==> src/rtl/grc_pkg.sv <==
// ----------------------------------------------------------------------------
// grc_pkg: shared types, constants and fixed-point helpers of the ray caster
// Q16.16 saturating arithmetic, payload structs and the command/status
// structs that join the cast controller and the datapath.
// ----------------------------------------------------------------------------
package grc_pkg;

	// Map geometry and walk limit
	localparam int MapRows  = 32;
	localparam int MapCols  = 32;
	localparam int MaxSteps = 64;
	localparam int MapCells = MapRows * MapCols;
	localparam int AddrW    = $clog2(MapCells);
	localparam int StepW    = $clog2(MaxSteps + 1);
	// map coordinate: 15 integer bits of the position plus the walk excursion
	localparam int CoordW   = 17 + $clog2(MaxSteps + 1);

	// Q16.16 constants
	localparam logic signed [31:0] FxOne = 32'sh0001_0000;
	localparam logic signed [31:0] FxMax = 32'sh7FFF_FFFF;
	localparam logic signed [31:0] FxMin = 32'sh8000_0000;

	// Shading constants
	localparam logic [8:0] ShadeHi   = 9'd180;
	localparam logic [8:0] ShadeMid  = 9'd150;
	localparam logic [8:0] ShadeLow  = 9'd120;
	localparam logic [7:0] ChanDim   = 8'd40;
	localparam logic [7:0] ChanDimG  = 8'd41;
	localparam logic [7:0] SideDrop  = 8'd20;

	// Configuration register indexes
	typedef enum logic [2:0] {
		REG_POS_X       = 3'd0,
		REG_POS_Y       = 3'd1,
		REG_DIR_X       = 3'd2,
		REG_DIR_Y       = 3'd3,
		REG_PLANE_X     = 3'd4,
		REG_PLANE_Y     = 3'd5,
		REG_VIEW_WIDTH  = 3'd6,
		REG_VIEW_HEIGHT = 3'd7
	} cfg_reg_t;

	// Item kinds
	localparam logic KIND_WRITE = 1'b0;
	localparam logic KIND_CAST  = 1'b1;

	// Datapath operations issued by the controller
	typedef enum logic [3:0] {
		OP_NONE,
		OP_INVW,
		OP_CAMX,
		OP_RDX,
		OP_RDY,
		OP_DDX,
		OP_DDY,
		OP_SDX,
		OP_SDY,
		OP_STEP,
		OP_CHECK,
		OP_LH,
		OP_OUT
	} op_t;

	typedef struct packed {
		op_t  op;
		logic start;   // launch the arithmetic unit for op
		logic latch;   // capture the unit result for op
		logic accept;  // input transfer this cycle
	} cmd_t;

	typedef struct packed {
		logic done;       // arithmetic unit finished
		logic hit;        // cell just read is a wall
		logic step_last;  // step budget used up
		logic out_free;   // output register can take a result
	} status_t;

	typedef struct packed {
		logic       kind;
		logic [7:0] column;
		logic [4:0] cell_x;
		logic [4:0] cell_y;
		logic [2:0] cell_value;
	} in_item_t;

	typedef struct packed {
		logic signed [31:0] wall_distance;
		logic [6:0]         line_height;
		logic [6:0]         draw_start;
		logic [7:0]         draw_end;
		logic               hit_side;
		logic [2:0]         hit_cell;
		logic [15:0]        wall_color;
		logic               no_hit;
	} out_item_t;

	// Saturating add
	function automatic logic signed [31:0] fx_add(input logic signed [31:0] a,
			input logic signed [31:0] b);
		logic [32:0] s;
		s = {a[31], a} + {b[31], b};
		if (s[32] != s[31]) begin
			return s[32] ? FxMin : FxMax;
		end
		return s[31:0];
	endfunction

	// Saturating subtract
	function automatic logic signed [31:0] fx_sub(input logic signed [31:0] a,
			input logic signed [31:0] b);
		logic [32:0] s;
		s = {a[31], a} - {b[31], b};
		if (s[32] != s[31]) begin
			return s[32] ? FxMin : FxMax;
		end
		return s[31:0];
	endfunction

	// Saturating absolute value
	function automatic logic signed [31:0] fx_abs(input logic signed [31:0] a);
		if (a == FxMin) begin
			return FxMax;
		end
		return a[31] ? -a : a;
	endfunction

	// Apply a sign to a magnitude and saturate to 32 bits
	function automatic logic signed [31:0] fx_sat_mag(input logic neg,
			input logic [48:0] mag);
		if (neg) begin
			return (mag > 49'h0_8000_0000) ? FxMin : -mag[31:0];
		end
		return (mag > 49'h0_7FFF_FFFF) ? FxMax : mag[31:0];
	endfunction

endpackage

==> src/rtl/grc_ctrl.sv <==
// ----------------------------------------------------------------------------
// grc_ctrl: cast sequencer
// Steps one cast through ray setup, the DDA walk, the height division on a
// hit and the output transfer; one unit operation in flight at a time.
// ----------------------------------------------------------------------------
module grc_ctrl (
	input  logic              clk,
	input  logic              arst_n,
	input  logic              in_valid,
	input  logic              in_kind,
	output logic              in_ready,
	input  grc_pkg::status_t  status,
	output grc_pkg::cmd_t     cmd
);
	import grc_pkg::*;

	typedef enum logic [12:0] {
		S_IDLE  = 13'b0000000000001,
		S_INVW  = 13'b0000000000010,
		S_CAMX  = 13'b0000000000100,
		S_RDX   = 13'b0000000001000,
		S_RDY   = 13'b0000000010000,
		S_DDX   = 13'b0000000100000,
		S_DDY   = 13'b0000001000000,
		S_SDX   = 13'b0000010000000,
		S_SDY   = 13'b0000100000000,
		S_STEP  = 13'b0001000000000,
		S_CHECK = 13'b0010000000000,
		S_LH    = 13'b0100000000000,
		S_OUT   = 13'b1000000000000
	} state_t;

	state_t state_q, state_d;
	logic   pend_q;
	logic   unit_state;

	always_comb begin
		state_d    = state_q;
		cmd.op     = OP_NONE;
		cmd.accept = 1'b0;
		unit_state = 1'b1;
		in_ready   = 1'b0;
		case (state_q)
			S_IDLE: begin
				unit_state = 1'b0;
				in_ready   = 1'b1;
				cmd.accept = in_valid;
				if (in_valid && in_kind == KIND_CAST) begin
					state_d = S_INVW;
				end
			end
			S_INVW: begin
				cmd.op = OP_INVW;
				if (pend_q && status.done) state_d = S_CAMX;
			end
			S_CAMX: begin
				cmd.op = OP_CAMX;
				if (pend_q && status.done) state_d = S_RDX;
			end
			S_RDX: begin
				cmd.op = OP_RDX;
				if (pend_q && status.done) state_d = S_RDY;
			end
			S_RDY: begin
				cmd.op = OP_RDY;
				if (pend_q && status.done) state_d = S_DDX;
			end
			S_DDX: begin
				cmd.op = OP_DDX;
				if (pend_q && status.done) state_d = S_DDY;
			end
			S_DDY: begin
				cmd.op = OP_DDY;
				if (pend_q && status.done) state_d = S_SDX;
			end
			S_SDX: begin
				cmd.op = OP_SDX;
				if (pend_q && status.done) state_d = S_SDY;
			end
			S_SDY: begin
				cmd.op = OP_SDY;
				if (pend_q && status.done) state_d = S_STEP;
			end
			S_STEP: begin
				unit_state = 1'b0;
				cmd.op     = OP_STEP;
				state_d    = S_CHECK;
			end
			S_CHECK: begin
				unit_state = 1'b0;
				cmd.op     = OP_CHECK;
				if (status.hit) begin
					state_d = S_LH;
				end else if (status.step_last) begin
					state_d = S_OUT;
				end else begin
					state_d = S_STEP;
				end
			end
			S_LH: begin
				cmd.op = OP_LH;
				if (pend_q && status.done) state_d = S_OUT;
			end
			S_OUT: begin
				unit_state = 1'b0;
				cmd.op     = OP_OUT;
				if (status.out_free) state_d = S_IDLE;
			end
			default: begin
				unit_state = 1'b0;
				state_d    = S_IDLE;
			end
		endcase
		cmd.start = unit_state && !pend_q;
		cmd.latch = unit_state && pend_q && status.done;
	end

	// Hold the state and whether a unit operation is in flight
	always_ff @(posedge clk or negedge arst_n) begin
		if (!arst_n) begin
			state_q <= S_IDLE;
			pend_q  <= 1'b0;
		end else begin
			state_q <= state_d;
			if (cmd.start) begin
				pend_q <= 1'b1;
			end else if (cmd.latch) begin
				pend_q <= 1'b0;
			end
		end
	end

endmodule

==> config.mk <==
export PLATFORM = sky130hd
export DESIGN_NAME = grc_ctrl
export DESIGN_NICKNAME = d
export VERILOG_FILES = /design/src/rtl/grc_pkg.sv /design/src/rtl/grc_ctrl.sv
export SDC_FILE = /design/constraint.sdc
export NUM_CORES = 1
export LEC_CHECK = 0
export BUFFER_PORTS_ARGS = -buffer_cell sky130_fd_sc_hd__buf_2
export CORE_MARGIN = 4
export CORE_UTILIZATION = 56
export CTS_CLUSTER_DIAMETER = 200
export DETAILED_ROUTE_END_ITERATION = 10
export GPL_TIMING_DRIVEN = 0
export PLACE_DENSITY = 0.83
export SYNTH_ARGS = -nofsm -noshare
export SYNTH_HDL_FRONTEND = slang
export SYNTH_SLANG_ARGS = --single-unit
==> constraint.sdc <==
create_clock -name clk -period 2.66 [get_ports clk]
set_input_delay 0.266 -clock clk [delete_from_list [all_inputs] [get_ports clk]]
set_output_delay 0.266 -clock clk [all_outputs]
set_load 0.05 [all_outputs]
Word-level counts from Yosys, hierarchy flattened
Cells that the tools add are included.

operators by class
  equal/unequal tests = 24
  reductions and logical operators = 9
  muxes and demuxes = 20

operator list
  kind                                                                count
  13-bit 2-to-1 mux                                                   13
  13-bit one-hot mux with 13 select lines                             1
  4-bit one-hot mux with 12 select lines                              1
  2-bit inequality test (second input constant)                       11
  13-bit by 1-bit == test with 1-bit output (second input constant)   1
  13-bit by 10-bit == test with 1-bit output (second input constant)  1
  13-bit by 11-bit == test with 1-bit output (second input constant)  1
  13-bit by 12-bit == test with 1-bit output (second input constant)  1
  13-bit == test (second input constant)                              1
  13-bit by 2-bit == test with 1-bit output (second input constant)   1
  13-bit by 3-bit == test with 1-bit output (second input constant)   1
  13-bit by 4-bit == test with 1-bit output (second input constant)   1
  13-bit by 5-bit == test with 1-bit output (second input constant)   1
  13-bit by 6-bit == test with 1-bit output (second input constant)   1
  13-bit by 7-bit == test with 1-bit output (second input constant)   1
  13-bit by 8-bit == test with 1-bit output (second input constant)   1
  13-bit by 9-bit == test with 1-bit output (second input constant)   1
  11-bit AND reduction                                                1
  9-bit OR reduction                                                  1
  1-bit logical AND                                                   5
  1-bit 2-to-1 mux                                                    5
  2-bit nonzero test                                                  1
  1-bit zero test                                                     1

storage, ports and cells
  register bits = 14
  output and inout bits = 8
  input bits = 8

Logic depth before layout (Yosys ltp)
Gate-level depths: netlist of the first run.

  depth in word-level cells = 7
  gate-level depth with buffers = 8
  mapped depth without buffers = 6

Worst setup path before layout of the first run
Ideal clock, no wire load.

  kind = flip-flop to output port
  from = register state_q[12]
  to = output port cmd[5] in the netlist's numbering
  stages on the path, launching flop included = 8
  setup slack = -0.180 ns
  arrival = 2.574 ns
  data required time = 2.394 ns
  path through = dfrtp_1 > clkbuf_1 > xor2_1 > o21ai_0 > nor2_1 > a21oi_1 > a2bb2oi_1 > nor4_1

RTL lines
  what                    RTL line         source
  from (decl)             grc_ctrl.sv:33   state_t state_q, state_d;
  from (signal assigned)  grc_ctrl.sv:124  state_q <= state_d;
  to (decl)               grc_ctrl.sv:13   output grc_pkg::cmd_t cmd

==> results of run 1 <==
==> cell usage in the layout, fill, tap and decap left out, types with 2 or more instances in the layout <==
| cell type | instances |
|---|---|
| nand2_1 | 11 |
| nor3_2 | 2 |
| nor3_1 | 4 |
| a21oi_1 | 4 |
| nor4b_1 | 4 |
| or3_1 | 2 |
| o21bai_1 | 2 |
| nor2_1 | 13 |
| clkbuf_4 | 3 |
| a22o_1 | 2 |
| nor4_4 | 4 |
| nor3b_1 | 4 |
| buf_2 | 17 |
| o21ai_0 | 7 |
| nor4_2 | 2 |
| mux2_2 | 3 |
| xor2_1 | 5 |
| a21o_1 | 3 |
| xnor2_1 | 2 |
| clkbuf_1 | 5 |
| nor4_1 | 3 |
| and3_1 | 2 |
| buf_4 | 4 |
| dfrtp_1 | 13 |
| nand3_1 | 3 |
| buf_6 | 2 |
| nor2b_1 | 2 |
| mux2_4 | 4 |
| a32oi_1 | 3 |
==> layer usage <==
layer	GRT usage, %	part of all wire, %	wire length [um]
met5	0	0	0
met2	31.2	47	1280
met1	29.4	44	1200
met3	3.88	7.0	191
met4	14.5	2.5	68
==> critical path, delay by kind of cell (launching register included) <==
kind / cells / cell delay (ps)
AND/OR/NAND/NOR: 3 / 860
flip-flops: 1 / 370
buffers and inverters: 2 / 460
AO/OA/AOI/OAI: 2 / 260
==> worst min-delay path by stage <==
stage / endpoint / slack (ps)
2_1_floorplan: pend_q / -30
3_3_place_gp: state_q[7] / 170
3_5_place_dp: state_q[5] / 180
4_1_cts: state_q[0] / 240
5_1_grt: state_q[0] / 270
6_report: state_q[0] / 240
==> cell type report <==
type / count / area, sq um
Inverter: 1 / 3.75
Clock buffer: 4 / 36.3
Buffer: 12 / 71.3
Timing Repair Buffer: 17 / 95.1
Multi-Input combinational cell: 105 / 805
Sequential cell: 14 / 352
Tap cell: 27 / 33.8
Fill cell: 163 / 566
==> flip-flops by register name (all words and copies together), names as in the netlist <==
register,cells
state_q,13
pend_q,1
==> power groups by stage <==
stage	clock network (uW)	logic (uW)	registers, uW
final	158	752	291
after detailed placement	0	693	286
after global routing	170	810	295
after CTS	161	719	287
after global placement	0	684	284
after floorplan	0	570	280
==> per-stage QoR <==
stage	instance area, sq um	power, uW	utilization [%]
4_1_cts	1360	1170	69.1
6_report	1400	1200	71.2
3_3_place_gp	1280	967	65.1
3_5_place_dp	1280	979	65.1
5_1_grt	1400	1270	71.2
2_1_floorplan	1170	850	-
==> cells by family (layout without fill, tap and decap cells) <==
group,count (synthesis),in the layout
muxes,7,7
buffers and inverters,14,34
AOI/OAI and AO/OA,30,30
DFF,14,14
xor gates and xnor gates,7,7
and+or+nand+nor,61,61
==> timing repair <==
| action | 4_1_cts | 5_1_grt |
|---|---|---|
| hold buffers | 1 | 0 |
| pin swaps | 0 | 1 |
| cloned | 0 | 0 |
| resized for setup | 5 | 6 |
| setup buffers | 0 | 1 |
| hold endpoints to repair | 13 | 0 |
| endpoints found under the setup margin | 2 | 7 |
==> metrics.txt, run 1 <==
outcome=finished clean; WL/cell=about 15 um; Synth Area in Simple Gates=a little under a third; R2R Setup Slk=between 200 and 250 ps; Die Width=roughly 54 um; Worst path max stage delay=~440 ps; layout cell share with drive strength beyond 1=31.4%; Antenna diodes=0; Post-Route WL=between 2 and 3 mm; crit path DAT=approximately 2200 ps; area of the core=1960 sq um; vias=approximately 1,100; CTS tree=done; reg2reg end=state_q[4]; Async S/R FF share, synth=100%; Worst setup startpoint=state_q[5]; max-cap violation count=0; clock period minus worst slack=~2500 ps; Net Sw Frac=roughly 48%; Port Buffers=15; peak supply drop=0.610 mV; die height=approximately 54 um; antenna viol nets, final=0; register area share after synthesis=between 30% and 40%; critical-path cell list=clkbuf_1 > nor4_4 > nand2_4 > nor4_4 > a21oi_1 > o211ai_1 > buf_4; most frequent CP cell=nor4_4; Clock transition at path regs=about 80 ps; Psw=approximately 580 uW; crit-path max FO=8; Overflow after GRT=0; maximum clock insertion buffer count=2; Mean Syn Cell Area=between 8 and 9 sq um; Slew headroom=61.0%; flop and latch count out of synthesis=14; LEAKAGE=between 0.0006 and 0.0007 uW; Routability Congestion=approximately 0.90; CTS root buf=clkbuf_4; min-delay src=in_kind; Crit-path slowest cell=nor4_4; largest net degree at the start of global routing=15; clk_lat worst skew=roughly 300 ps; post-synthesis adder-cell area fraction=0%; post-synth top area share=28.0%; Cell Int Power=approximately 620 uW; Synth Area in Compound Gates=about a fifth; 1st-iter DRT viols=46; FF-to-FF Start=state_q[5]; DR pass1 iterations=4; Commonest cells post-synth=13 x dfrtp_1, 13 x nor2_1, 12 x nand2_1, 7 x o21ai_0; DIE AREA=roughly 2900 sq um; Initial Utilization=approximately three fifths; initial antenna violation count=0; main area contributors after synthesis=dfrtp_1 28%, mux2_4 5.2%, nor2_1 4.2%, nand2_1 3.9%, nor4b_1 3.8%; Reg2Reg Depth=7; Synth Area in XOR/XNOR=roughly 5.3%; Final Net Count=162; mux contribution to synthesized area=under 10%; end of the critical path=cmd[3]; vias per inst=roughly 6.1; post-synthesis cell count=between 100 and 150; Synth-to-Final Area Change=20.1%; Clk pwr share=13.1%; Hold WC Path Type=in -> reg; combinational family with the most area after synthesis=simple AND/OR/NAND/NOR gates; Placement Setup Slack=roughly 130 ps; Slew @ Worst Pin=between 500 and 600 ps; Fin. Hold Viols=0; WHS=about 240 ps; DPL Wire Length=1.94 mm; io pins=16; Placed Cells=approximately 180; RSZ-0062 raised after global routing=false; wire length of the first global-routing pass=approximately 4.5 mm; WHS Path Cells=4; crit path kind=reg -> out; final worst setup slack=roughly 160 ps; Synth Net Count=~140; Synth Cell Area=1160 sq um; residual DRC count=0; Pins Over Slew Limit=0; share of power burned in registers=between 20% and 30%; Pwr Density=860 nW/um^2; FP Rows=16; cts bufs inserted=3; cell taking the most area after synthesis=dfrtp_1; ratio of final minimum period to clock period=approximately 94%; Sink Count=14; setup_tns=0 ps; H-tree depth=1; Finished Layout Cells=180; Total GRT Usage=between 20% and 30%; Netlist cell types=41; vias in the first global route=1,010; top_reg_cell synth=dfrtp_1; maximum clock frequency=about 400 MHz; clock skew=6.98 ps; crit path launch type=register; Final setup viols=0; Ys Warns=0; number of flops mapped to enable cells by yosys=0; Comb pwr share=62.7%; Req. time, crit path=2390 ps; CP Capture Type=output pin
No activity file was read; power rests on OpenSTA's default activity.
==> run 2, diff against run 1 <==
- CORE_UTILIZATION: 56 -> 50
- PLACE_DENSITY: 0.83 -> 0.71
==> metrics.txt, run 2 (synthesis gave the netlist of run 1 again) <==
area of the core=2210 sq um (was 1960 sq um); Antenna diodes=0 (unchanged); cts bufs inserted=3 (unchanged); min-delay src=in_kind (unchanged); largest net degree at the start of global routing=15 (unchanged); DR pass1 iterations=5 (was 4); Fillers=191 (was 163); hold path endpoint=state_q[0] (unchanged); FF+latch area=352 sq um (unchanged); Slew headroom=66.3% (was 61.0%); Port Buffers=15 (unchanged); Total GRT Usage=16.5% (was 21.7%); vias in the first global route=926 (was 1,010); Slew @ Worst Pin=500 ps (was 585 ps); maximum clock frequency=397 MHz (was 400 MHz); FF-to-FF Start=state_q[5] (unchanged); Final setup viols=0 (unchanged); clock period minus worst slack=2520 ps (was 2500 ps); Routability Congestion=0.812 (was 0.896); Pwr Density=848 nW/um^2 (was 860 nW/um^2); crit path DAT=2250 ps (was 2230 ps); max reg flops=13 (unchanged); max-cap violation count=0 (unchanged); layout cell share with drive strength beyond 1=30.5% (was 31.4%); Req. time, crit path=2390 ps (about the same); CTS tree=done (unchanged); Overflow after GRT=0 (unchanged); LEAKAGE=0.000645 uW (was 0.000653 uW); reg2reg end=state_q[3] (was state_q[4]); commonest non-fill, non-tap cells in the layout=17 x buf_2, 13 x nor2_1, 13 x dfrtp_1 (unchanged); Die Width=56.2 um (was 53.6 um); crit-path max FO=8 (unchanged); CTS root buf=clkbuf_4 (unchanged); Crit-path slowest cell=nor4_4 (unchanged); io pins=16 (unchanged); Worst path max stage delay=380 ps (was 440 ps); Synth-to-Final Area Change=17.8% (was 20.1%); Finished Layout Cells=182 (was 180); ratio of final minimum period to clock period=94.7% (was 93.9%); setup_tns=0 ps (unchanged); die height=56.2 um (was 53.6 um); wire length of the first global-routing pass=4.17 mm (was 4.45 mm); R2R Setup Slk=170 ps (was 210 ps); peak supply drop=0.713 mV (was 0.610 mV); most common cell after layout, fill and taps aside=buf_2 (unchanged); routed wire length on met2=1.27 mm (was 1.28 mm); Pins Over Slew Limit=0 (unchanged); crit path kind=reg -> out (unchanged); WL/cell=15.0 um (was 15.2 um); critical-path cell list=clkbuf_1 > nor4_4 > nand2_2 > nor4_2 > a21oi_1 > o211ai_1 > clkbuf_4 (was clkbuf_1 > nor4_4 > nand2_4 > nor4_4 > a21oi_1 > o211ai_1 > buf_4); vias per inst=6.15 (was 6.12); 1st-iter DRT viols=42 (was 46); initial antenna violation count=0 (unchanged); Hold WC Path Type=in -> reg (unchanged); largest registers=state_q: 13 flops, pend_q: 1 flops (unchanged); crit path launch type=register (unchanged); Placed Cells=176 (was 175); Fin. Hold Viols=0 (unchanged); Util after Layout=61.9% (was 71.2%); Final Net Count=163 (was 162); WHS Path Cells=4 (unchanged); M1 WL=1.28 mm (was 1.20 mm); Sink Count=14 (unchanged); Post-Route WL=2.73 mm (was 2.74 mm); WL met3=149 um (was 191 um); CP Capture Type=output pin (unchanged); vias=1,120 (was 1,102); H-tree depth=1 (unchanged); antenna viol nets, final=0 (unchanged); maximum clock insertion buffer count=2 (unchanged); Reg2Reg Depth=7 (unchanged); Clock transition at path regs=90 ps (was 80 ps); clock skew=8.91 ps (was 6.98 ps); outcome=finished clean (unchanged); Highest Signal Layer=met4 (unchanged); footprint of the multi-input gates=782 sq um (was 805 sq um); DIE AREA=3160 sq um (was 2870 sq um); FP Rows=17 (was 16); DPL Wire Length=1.91 mm (was 1.94 mm); RSZ-0062 raised after global routing=true (was false); Initial Utilization=52.5% (was 59.2%); residual DRC count=0 (unchanged); clk_lat worst skew=280 ps (was 300 ps); Biggest register=state_q (unchanged)
## run 2: report_power, final
group / total, uW / internal [uW] / switching, uW
logic: 739 / 280 / 459
registers: 292 / 252 / 39.6
clock network: 130 / 58.2 / 72.1
total: 1160 / 590 / 571
## run 2: what timing repair did
action | 4_1_cts | 5_1_grt
cloned | 0 | 0
pin swaps | 0 | 1
hold endpoints to repair | 13 | 0
resized for setup | 4 | 4
endpoints found under the setup margin | 2 | 9
buffers inserted | 0 | 1
hold buffers | 1 | 0
## run 2: layout make-up
class                      count  area share (%)
clock buffer                   4            1.92
sequential                    14            25.7
buffer                        13            5.48
tap                           28            2.56
timing repair buffer          17            6.95
inverter                       1           0.274
multi-input combinational    105            57.1
## run 2: how the worst max path moves through the flow
| stage | from | to | slack [ps] | depth (start not counted) |
|---|---|---|---|---|
| floorplan | state_q[2] | cmd[1] | 310 | 5 |
| global placement | state_q[4] | state_q[4] | 40 | 7 |
| detailed placement | state_q[4] | state_q[4] | 80 | 7 |
| CTS | state_q[5] | cmd[3] | 10 | 7 |
| global route | state_q[5] | cmd[3] | -30 | 7 |
| finish | state_q[5] | cmd[3] | 140 | 7 |
## run 2: stage by stage
| step | power [uW] | setup WS [ps] | cell area [sq um] | hold slack, ps |
|---|---|---|---|---|
| finish | 1160 | 142 | 1370 | 251 |
| detailed placement | 985 | 80.5 | 1280 | 182 |
| CTS | 1140 | 12.3 | 1350 | 248 |
| global placement | 979 | 44.5 | 1280 | 178 |
| floorplan | 850 | 306 | 1170 | -29.6 |
| global route | 1230 | -28.3 | 1370 | 297 |
## run 2: critical path, delay by kind of cell (launching register included)
family | cells | cell delay (ps)
buf+inv | 2 | 480
flops | 1 | 370
compound gates | 2 | 250
simple gates | 3 | 870
## run 2: layer usage
| layer | vias up | track usage [%] |
|---|---|---|
| li1 | 537 | - |
| met1 | 535 | 24.6 |
| met5 | - | 0 |
| met3 | 5 | 2.78 |
| met2 | 43 | 24.0 |
| met4 | 0 | 5.08 |
==> run 3, diff against run 2 <==
- PLACE_DENSITY: 0.71 -> 0.78
- SLEW_MARGIN: not set -> 40
==> metrics.txt, run 3 (synthesis gave the netlist of run 1 again) <==
outcome=finished clean (unchanged); 1st-iter DRT viols=34 (was 42); Top Usage Layer GRT=met2 (was met1); DIE AREA=3160 sq um (unchanged); global routing usage on met2=30.7% (was 24.0%); Initial Utilization=52.5% (unchanged); crit path launch type=register (unchanged); most common cell after layout, fill and taps aside=buf_2 (unchanged); initial antenna violation count=0 (unchanged); Worst setup startpoint=state_q[5] (unchanged); LEAKAGE=0.000650 uW (was 0.000645 uW); Worst path max stage delay=490 ps (was 380 ps); Slew @ Worst Pin=562 ps (was 500 ps); Util after Layout=62.9% (was 61.9%); crit path DAT=2730 ps (was 2250 ps); layout cell share with drive strength beyond 1=31.6% (was 30.5%); FF-to-FF Start=state_q[5] (unchanged); CTS tree=done (unchanged); max-cap violation count=0 (unchanged); Antenna diodes=0 (unchanged); peak supply drop=0.915 mV (was 0.713 mV); maximum clock insertion buffer count=2 (unchanged); largest registers=state_q: 13 flops, pend_q: 1 flops (unchanged); met1 usage=24.9% (was 24.6%); met3 Use GR=3.02% (was 2.78%); crit-path max FO=10 (was 8); Final Net Count=161 (was 163); ratio of final minimum period to clock period=95.9% (was 94.7%); Biggest register=state_q (unchanged); setup_tns=0 ps (unchanged); DPL Wire Length=2.04 mm (was 1.91 mm); Pins Over Slew Limit=0 (unchanged); Slew headroom=62.6% (was 66.3%); Pwr Density=867 nW/um^2 (was 848 nW/um^2); CP Capture Type=register (was output pin); die height=56.2 um (unchanged); Fin. Hold Viols=0 (unchanged); WL/cell=16.4 um (was 15.0 um); clk_lat worst skew=290 ps (was 280 ps); clock period minus worst slack=2550 ps (was 2520 ps); max reg flops=13 (unchanged); CTS root buf=clkbuf_4 (unchanged); cts bufs inserted=3 (unchanged); RSZ-0062 raised after global routing=false (was true); io pins=16 (unchanged); Crit-path slowest cell=nor4_1 (was nor4_4); FP Rows=17 (unchanged); Post-Route WL=2.95 mm (was 2.73 mm); largest net degree at the start of global routing=15 (unchanged); clock skew=8.54 ps (was 8.91 ps); Fillers=193 (was 191); commonest non-fill, non-tap cells in the layout=16 x buf_2, 13 x nor2_1, 13 x dfrtp_1 (was 17 x buf_2, 13 x nor2_1, 13 x dfrtp_1); vias per inst=6.26 (was 6.15); critical-path cell list=clkbuf_1 > nor4_4 > nand2_2 > nor4_1 > a221o_2 > buf_6 > mux2_4 (was clkbuf_1 > nor4_4 > nand2_2 > nor4_2 > a21oi_1 > o211ai_1 > clkbuf_4); area of the core=2210 sq um (unchanged); Clock transition at path regs=90 ps (about the same); maximum clock frequency=392 MHz (was 397 MHz); Port Buffers=15 (unchanged); min-delay src=in_kind (unchanged); Buf/Inv on CP=2 (unchanged); Die Width=56.2 um (unchanged); Req. time, crit path=2840 ps (was 2390 ps); Total GRT Usage=18.4% (was 16.5%); Overflow after GRT=0 (unchanged); DR pass1 iterations=4 (was 5); vias=1,126 (was 1,120); footprint of the multi-input gates=800 sq um (was 782 sq um); FF+latch area=352 sq um (unchanged); crit path kind=reg -> reg (was reg -> out); H-tree depth=1 (unchanged); Synth-to-Final Area Change=19.7% (was 17.8%); Sink Count=14 (unchanged); Final setup viols=0 (unchanged); Hold WC Path Type=in -> reg (unchanged); vias in the first global route=1,019 (was 926); antenna viol nets, final=0 (unchanged); residual DRC count=0 (unchanged); cell family with most CP delay=simple AND/OR/NAND/NOR gates (unchanged); Routability Congestion=0.858 (was 0.812); wire length of the first global-routing pass=4.68 mm (was 4.17 mm)
run 3: final timing paths:
kind | cells past startpoint | endpoint | slack [ps]
max in group asynchronous | 2 | state_q[0] | 1970
min in group asynchronous | 2 | state_q[9] | 390
setup / recovery | 7 | state_q[7] | 110
hold / removal | 4 | state_q[0] | 240
hold reg to reg | 1 | pend_q | 560
setup reg to reg | 7 | state_q[7] | 110
run 3: power breakdown:
group          internal (uW)  switching, uW
registers                252           42.6
clock network           83.4           81.3
logic                    285            462
total                    620            586
run 3: timing repair:
action                                  in CTS  in global routing
endpoints found under the setup margin       2                  9
hold buffers                                 1                  0
endpoints found under the hold margin       13                  0
resized for setup                            4                  6
setup buffers                                0                  1
pin swaps                                    0                  1
run 3: cell type report:
type | instances | share of cell area [%]
Buffer | 11 | 4.86
Clock buffer | 4 | 2.61
Inverter | 1 | 0.270
Multi-Input combinational cell | 105 | 57.5
Sequential cell | 14 | 25.3
Tap cell | 28 | 2.52
Timing Repair Buffer | 17 | 7.01
run 3: per-layer routing:
metal | wire length (um) | up-vias
li1 | - | 534
met3 | 206 | 15
met4 | 74 | 0
met2 | 1390 | 43
met5 | 0 | -
met1 | 1270 | 534
run 3: worst register-to-register path, delay by kind of cell, from the launching register on:
kind | cells | cell delay [ps]
buffers and inverters | 2 | 400
flip-flops | 1 | 370
AND/OR/NAND/NOR | 3 | 1110
AO/OA/AOI/OAI | 1 | 250
multiplexers | 1 | 310
run 3: through the flow:
step / std cells / hold slack (ps) / power, uW / cell area, sq um / setup slack [ps]
after floorplan: 133 / -29.6 / 850 / 1170 / 306
after global placement: 176 / 181 / 973 / 1280 / 136
after detailed placement: 176 / 186 / 985 / 1280 / 82.8
after CTS: 181 / 249 / 1170 / 1360 / 38.5
after global routing: 180 / 242 / 1270 / 1390 / 4.37
final: 180 / 241 / 1210 / 1390 / 108
